`config.mk`:
```
export PLATFORM = sky130hd
export DESIGN_NAME = command_frame_receiver
export DESIGN_NICKNAME = d
export VERILOG_FILES = /design/src/design/cfr_pkg.sv /design/src/design/cfr_crc16.sv /design/src/design/cfr_parser.sv /design/src/design/command_frame_receiver.sv
export VERILOG_INCLUDE_DIRS = /design/src /design/src/design
export SDC_FILE = /design/constraint.sdc
export NUM_CORES = 1
export LEC_CHECK = 0
export BUFFER_PORTS_ARGS = -buffer_cell sky130_fd_sc_hd__buf_2
export CAP_MARGIN = 40
export CORE_MARGIN = 2
export CORE_UTILIZATION = 30
export CTS_CLUSTER_DIAMETER = 100
export CTS_CLUSTER_SIZE = 8
export DETAILED_ROUTE_END_ITERATION = 10
export PLACE_DENSITY = 0.51
export RECOVER_POWER = 50
export SLEW_MARGIN = 10
export SYNTH_ARGS = -nofsm -noshare
export SYNTH_HDL_FRONTEND = slang
export SYNTH_SLANG_ARGS = --single-unit
```
`constraint.sdc`:
```
create_clock -name i_clk -period 4 [get_ports i_clk]
set_input_delay 0.2 -clock i_clk [delete_from_list [all_inputs] [get_ports i_clk]]
set_output_delay 0.2 -clock i_clk [all_outputs]
set_load 0.1 [all_outputs]
```
`src/design/command_frame_receiver_macros.svh`:
```
// ----------------------------------------------------------------------------
// Command frame receiver assertion macros
// Shared concurrent assertion forms for the receiver's modules.
// ----------------------------------------------------------------------------
`ifndef COMMAND_FRAME_RECEIVER_MACROS_SVH
`define COMMAND_FRAME_RECEIVER_MACROS_SVH

`ifndef NO_ASSERTIONS

// Same-cycle implication, disabled while reset is asserted.
`define CFR_ASSERT_IMPLIES(label, clk, rst_n, ante, cons) \
    label: assert property (@(posedge clk) disable iff (!rst_n) (ante) |-> (cons)) \
        else $error("command_frame_receiver: assertion failed");

// Next-cycle implication, disabled while reset is asserted.
`define CFR_ASSERT_NEXT(label, clk, rst_n, ante, cons) \
    label: assert property (@(posedge clk) disable iff (!rst_n) (ante) |=> (cons)) \
        else $error("command_frame_receiver: assertion failed");

`else

`define CFR_ASSERT_IMPLIES(label, clk, rst_n, ante, cons)
`define CFR_ASSERT_NEXT(label, clk, rst_n, ante, cons)

`endif

`endif

```
`src/design/cfr_pkg.sv`:
```
// ----------------------------------------------------------------------------
// Command frame receiver package
// Frame constants, CRC constants, register indexes and shared types.
// ----------------------------------------------------------------------------
package cfr_pkg;

    localparam logic [7:0]  START_BYTE = 8'hAA;
    localparam logic [15:0] CRC_INIT   = 16'hFFFF;
    localparam logic [15:0] CRC_POLY   = 16'hA001;

    // Configuration register indexes.
    localparam logic CFG_SHUTDOWN_CODE = 1'b0;
    localparam logic CFG_STARTUP_CODE  = 1'b1;

    localparam logic [7:0] SHUTDOWN_CODE_RESET = 8'd1;
    localparam logic [7:0] STARTUP_CODE_RESET  = 8'd2;

    typedef enum logic [1:0] {
        POS_HUNT   = 2'd0,
        POS_CMD    = 2'd1,
        POS_CRC_LO = 2'd2,
        POS_CRC_HI = 2'd3
    } t_frame_pos;

    typedef enum logic [1:0] {
        ACT_DATA     = 2'd0,
        ACT_SHUTDOWN = 2'd1,
        ACT_STARTUP  = 2'd2
    } t_action;

    typedef struct packed {
        logic       valid;
        logic [7:0] command;
        t_action    action;
    } t_frame_result;

endpackage

```
`src/design/cfr_crc16.sv`:
```
// ----------------------------------------------------------------------------
// CRC-16/MODBUS of one byte
// Eight reflected shift steps from the all-ones initial value, unrolled.
// ----------------------------------------------------------------------------
module cfr_crc16 (
    input  logic [7:0]  i_data,
    output logic [15:0] o_crc
);
    import cfr_pkg::*;

    always_comb begin
        logic [15:0] c;
        c = CRC_INIT ^ {8'd0, i_data};
        for (int k = 0; k < 8; k++) begin
            if (c[0]) begin
                c = (c >> 1) ^ CRC_POLY;
            end else begin
                c = c >> 1;
            end
        end
        o_crc = c;
    end

endmodule

```
`src/design/cfr_parser.sv`:
```
// ----------------------------------------------------------------------------
// Command frame parser
// Tracks the byte position in the frame, holds command and CRC low byte,
// checks the CRC on the last byte and decodes the action.
// ----------------------------------------------------------------------------
`include "command_frame_receiver_macros.svh"

module cfr_parser (
    input  logic                   i_clk,
    input  logic                   i_rst_n,
    input  logic                   i_take,
    input  logic [7:0]             i_byte,
    input  logic [7:0]             i_shutdown_code,
    input  logic [7:0]             i_startup_code,
    output cfr_pkg::t_frame_result o_result
);
    import cfr_pkg::*;

    t_frame_pos  r_pos;
    t_frame_pos  n_pos;
    logic [7:0]  r_held_command;
    logic [7:0]  r_held_crc_low;
    logic [15:0] crc_calc;
    logic        crc_good;

    cfr_crc16 u_crc (
        .i_data (r_held_command),
        .o_crc  (crc_calc)
    );

    assign crc_good = (crc_calc == {i_byte, r_held_crc_low});

    // Next frame position.
    always_comb begin
        n_pos = r_pos;
        if (i_take) begin
            case (r_pos)
                POS_HUNT:   n_pos = (i_byte == START_BYTE) ? POS_CMD : POS_HUNT;
                POS_CMD:    n_pos = POS_CRC_LO;
                POS_CRC_LO: n_pos = POS_CRC_HI;
                POS_CRC_HI: n_pos = POS_HUNT;
                default:    n_pos = POS_HUNT;
            endcase
        end
    end

    // Result on the last byte of a frame; shutdown wins over startup.
    always_comb begin
        o_result.valid   = 1'b0;
        o_result.command = r_held_command;
        o_result.action  = ACT_DATA;
        case (r_pos)
            POS_CRC_HI: o_result.valid = i_take && crc_good;
            default:    o_result.valid = 1'b0;
        endcase
        if (r_held_command == i_shutdown_code) begin
            o_result.action = ACT_SHUTDOWN;
        end else if (r_held_command == i_startup_code) begin
            o_result.action = ACT_STARTUP;
        end
    end

    always_ff @(posedge i_clk) begin
        if (!i_rst_n) begin
            r_pos <= POS_HUNT;
        end else begin
            r_pos <= n_pos;
        end
    end

    always_ff @(posedge i_clk) begin
        if (i_take && r_pos == POS_CMD) begin
            r_held_command <= i_byte;
        end
        if (i_take && r_pos == POS_CRC_LO) begin
            r_held_crc_low <= i_byte;
        end
    end

    `CFR_ASSERT_IMPLIES(a_result_only_at_frame_end, i_clk, i_rst_n,
        o_result.valid, i_take && r_pos == POS_CRC_HI)
    `CFR_ASSERT_NEXT(a_hunt_drops_other_bytes, i_clk, i_rst_n,
        i_take && r_pos == POS_HUNT && i_byte != START_BYTE, r_pos == POS_HUNT)
    `CFR_ASSERT_NEXT(a_frame_end_rehunts, i_clk, i_rst_n,
        i_take && r_pos == POS_CRC_HI, r_pos == POS_HUNT)

endmodule

```
`src/design/command_frame_receiver.sv`:
```
// ----------------------------------------------------------------------------
// Command frame receiver
// Finds start-byte framed commands in a received byte stream, checks their
// CRC-16/MODBUS and reports each good command with its action code.
// ----------------------------------------------------------------------------
// Usage:
//   Input channel: one received byte per item on i_rx_byte, handshaked by
//   i_valid / o_stall. Output channel: one item per good frame on o_command,
//   o_action and o_reply_request, handshaked by o_valid / i_stall.
//   A frame is 0xAA, command, CRC low, CRC high. Bytes outside a frame and
//   frames with a bad CRC give no output item.
//   The result of a frame's last byte reaches the output through the input
//   register, then the result register.
//   Throughput: one byte per cycle while the output is not stalled; it is
//   set by the single input register feeding the result register.
//   Reset (synchronous, active low) returns to hunting for the start byte,
//   empties both registers and restores shutdown code 1 and startup code 2.
//   While i_stall holds a result, a byte in the input register waits and
//   o_stall rises; the result stays on the output unchanged.
//   Configuration writes through i_cfg_wr_en are expected only while idle.
// ----------------------------------------------------------------------------
`include "command_frame_receiver_macros.svh"

module command_frame_receiver (
    input  logic       i_clk,
    input  logic       i_rst_n,
    input  logic       i_cfg_wr_en,
    input  logic       i_cfg_index,
    input  logic [7:0] i_cfg_data,
    input  logic       i_valid,
    output logic       o_stall,
    input  logic [7:0] i_rx_byte,
    output logic       o_valid,
    input  logic       i_stall,
    output logic [7:0] o_command,
    output logic [1:0] o_action,
    output logic       o_reply_request
);
    import cfr_pkg::*;

    logic [7:0]    r_shutdown_val;
    logic [7:0]    r_startup_val;
    logic          r_in_valid;
    logic [7:0]    r_in_byte;
    logic          r_out_valid;
    logic [7:0]    r_out_command;
    t_action       r_out_action;
    logic          out_free;
    logic          take;
    t_frame_result result;

    assign out_free = !r_out_valid || !i_stall;
    assign take     = r_in_valid && out_free;
    assign o_stall  = r_in_valid && !out_free;

    always_ff @(posedge i_clk) begin
        if (!i_rst_n) begin
            r_shutdown_val  <= SHUTDOWN_CODE_RESET;
            r_startup_val   <= STARTUP_CODE_RESET;
        end else if (i_cfg_wr_en) begin
            case (i_cfg_index)
                CFG_SHUTDOWN_CODE: r_shutdown_val <= i_cfg_data;
                CFG_STARTUP_CODE:  r_startup_val  <= i_cfg_data;
                default: ;
            endcase
        end
    end

    always_ff @(posedge i_clk) begin
        if (!i_rst_n) begin
            r_in_valid <= 1'b0;
        end else if (!o_stall) begin
            r_in_valid <= i_valid;
        end
    end

    always_ff @(posedge i_clk) begin
        if (i_valid && !o_stall) begin
            r_in_byte <= i_rx_byte;
        end
    end

    cfr_parser u_parser (
        .i_clk           (i_clk),
        .i_rst_n         (i_rst_n),
        .i_take          (take),
        .i_byte          (r_in_byte),
        .i_shutdown_code (r_shutdown_val),
        .i_startup_code  (r_startup_val),
        .o_result        (result)
    );

    always_ff @(posedge i_clk) begin
        if (!i_rst_n) begin
            r_out_valid <= 1'b0;
        end else if (out_free) begin
            r_out_valid <= result.valid;
        end
    end

    always_ff @(posedge i_clk) begin
        if (result.valid) begin
            r_out_command <= result.command;
            r_out_action  <= result.action;
        end
    end

    assign o_valid         = r_out_valid;
    assign o_command       = r_out_command;
    assign o_action        = r_out_action;
    assign o_reply_request = 1'b1;

    `CFR_ASSERT_IMPLIES(a_stall_only_when_blocked, i_clk, i_rst_n,
        o_stall, r_in_valid && r_out_valid && i_stall)
    `CFR_ASSERT_IMPLIES(a_action_in_range, i_clk, i_rst_n,
        o_valid, o_action == ACT_DATA || o_action == ACT_SHUTDOWN || o_action == ACT_STARTUP)
    `CFR_ASSERT_IMPLIES(a_shutdown_matches_code, i_clk, i_rst_n,
        o_valid && o_action == ACT_SHUTDOWN && !i_cfg_wr_en, o_command == r_shutdown_val)
    `CFR_ASSERT_NEXT(a_result_lands_in_output, i_clk, i_rst_n,
        result.valid, r_out_valid && r_out_command == $past(result.command))

endmodule
```
==> metrics <==
area leader, netlist edfxtp_1; Internal about 0.83 mW; grt total ovfl 0; Least-Margin Pin Slew 0.652 ns; cells after synthesis between 150 and 200; smallest hold slack roughly 0.07 ns; area added between synthesis and finish 16.4%; synthesized area per cell roughly 12 um2; Cells on Worst Hold Path 1; layout cells sized above 1 18.3%; Combinational Power Share under 10%; Post-Syn Area about 2300 um2; Seq/Total Area, Yosys about three fifths; Critical Path RT 4.01 ns; drt pass-1 iters 4; die area ~8400 um2; commonest non-fill, non-tap cells in the layout edfxtp_1 (34), buf_2 (31), nand2_1 (29); Slew Viols, Final 0; core area about 7600 um2; Fin Setup TNS 0 ns; syn nets approximately 220; RSZ-0062 raised after global routing no; Yosys warnings 0; wire length per cell 13.9 um; CP startpoint kind flop; Arr. time, crit path ~2.3 ns; Slew headroom about 56%; flops & latches, synth 54; I/O Buffers 33; max_cap viols 0; Slowest cell on crit path edfxtp_1; Worst VDD drop 0.000203 V; crit path time final 2.30 ns; Initial Util 30.5%; Final Wtd Congestion a little over 0.8; Final ANT Viol Nets 0; top_reg_cell synth edfxtp_1; post-synth cell types 33; Yosys top cell area share between 40% and 50%; global-route wire length before repair between 7000 and 8000 um; outcome completed; CP Class flop to flop; IO Pins 35; CP max stage delay roughly 0.52 ns; GR Util All Layers 11.3%; final number of hold-violating endpoints 0; Clock Skew roughly 0.0055 ns; # H-tree levels 2; Post-DP HPWL ~3500 um; Synth area leaders edfxtp_1 (44%), dfxtp_1 (17%), xnor2_1 (8.7%); clock-pin slew on the worst setup and hold paths around 0.1 ns; DRC Markers 0; sequential share of power between 50% and 60%; CTS tree yes; CTS Hold Bufs 0; WL final about 4600 um; crit path max fanout 10; Clock Path Buffers 2; fmax approximately 0.43 GHz; worst-skew pair later-pin latency about 0.30 ns; Die H around 90 um; Worst Hold Class input pin to flop; Async S/R FF share, synth 0%; CTS Buf Count 5; post-CTS sizing 0; Net Sw Power around 0.23 mW; ant diodes 0; Die X 91.9 um; vias per inst around 4.5; Static Leakage 0.964 nW; Root Driver clkbuf_8; vias post-DR ~1500; 1st-iter DRT viols 76; sw frac ~22%; crit path capture type flop; fin crit share ~57%; FP Rows 32; Clock power frac between 30% and 40%; cells along the critical path xor2_2, xnor2_1, xnor3_1, mux2i_1, nor4_2, buf_4; number of global-route vias before repair ~1400; PD cells ~390 nW/um2; number of setup buffers added after CTS 0; Nets 254; pin count of the biggest net entering global routing 19; Num Clock Sinks 54; initial antenna violation count 0; most common cell after layout, fill and taps aside edfxtp_1; R2R depth 6; endpoints failing setup 0; Post-synth EDFFs 34
[flip-flops by register name (all words and copies together) (netlist names)]
signal and flops:
o_command 8, r_in_byte 8, r_shutdown_val 8, r_startup_val 8, u_parser.r_held_command 8, u_parser.r_held_crc_low 8, o_action 2, u_parser.r_pos 2
o_valid 1, r_in_valid 1
[cells in the mapped netlist (2+ instances only)]
cell / count
nor4bb_1: 2
dfxtp_1: 20
inv_1: 2
nor2_1: 3
clkbuf_1: 6
xor2_1: 7
edfxtp_1: 34
nand3_1: 12
xnor2_1: 23
nor2b_1: 4
a21oi_1: 15
nand4b_1: 2
nor3_1: 5
nor4_1: 2
nand4_1: 5
ha_1: 4
nand2_1: 29
and3_1: 5
[routing by layer]
layer	share of wire, %	GRT usage [%]	wire, um	vias to the layer above
met5	0	0	0	-
met2	48	18.2	2190	31
met1	47	15.2	2170	717
met3	4.0	2.47	186	4
li1	-	-	-	752
met4	1.0	3.48	48	0
[final timing paths]
check	start	end	slack [ns]
hold reg to reg	r_startup_val[2]	r_startup_val[2]	0.48
setup reg to reg	u_parser.r_held_command[3]	o_command[0]	1.70
setup / recovery	u_parser.r_held_command[3]	o_command[0]	1.70
hold / removal	i_rx_byte[1]	r_in_byte[1]	0.07
[final cells by class]
cell class | instances | area [um2]
inverters | 3 | 11.3
multi-input cells | 130 | 856
fillers | 785 | 4910
flip-flops and latches | 54 | 1420
repair buffers | 34 | 170
well taps | 102 | 128
clock inverters | 2 | 37.5
clock buffers | 6 | 72.6
[critical path: cells and delay by family, from the launching register on]
kind / cells / cell delay, ns
XOR/XNOR: 3 / 0.95
buffers and inverters: 1 / 0.23
flip-flops: 1 / 0.52
multiplexers: 1 / 0.17
AND/OR/NAND/NOR: 1 / 0.15
[power groups by stage]
| stage | logic, mW | clock network (mW) | registers [mW] |
|---|---|---|---|
| after detailed placement | 0.0738 | 0 | 0.643 |
| final | 0.0733 | 0.361 | 0.629 |
| after global routing | 0.0821 | 0.393 | 0.632 |
| after global placement | 0.0732 | 0 | 0.643 |
| after floorplan | 0.0540 | 0 | 0.634 |
| after CTS | 0.0742 | 0.373 | 0.630 |
[logic make-up (layout without fill, tap and decap cells)]
| kind of cell | after synthesis | count (layout) | share of synthesized area [%] |
|---|---|---|---|
| simple gates | 72 | 72 | 15.7 |
| other cells | 1 | 1 | 0.162 |
| compound gates | 20 | 20 | 5.24 |
| flops | 54 | 54 | 61.3 |
| xor+xnor | 32 | 32 | 13.0 |
| buf+inv | 11 | 45 | 2.00 |
| fa+ha+maj | 4 | 4 | 2.16 |
| mux | 1 | 1 | 0.432 |
[through the flow]
stage                     setup slack (ns)  power, mW  instances  utilization (%)  area, um2
after floorplan                       1.08      0.688        195                -       2320
after global placement                1.75      0.716        323             34.0       2590
after detailed placement              1.72      0.717        323             34.0       2590
after CTS                             1.69       1.08        331             35.5       2700
after global routing                  1.57       1.11        331             35.4       2700
final                                 1.70       1.06        331             35.4       2700
No activity file was read; power rests on OpenSTA's default activity.
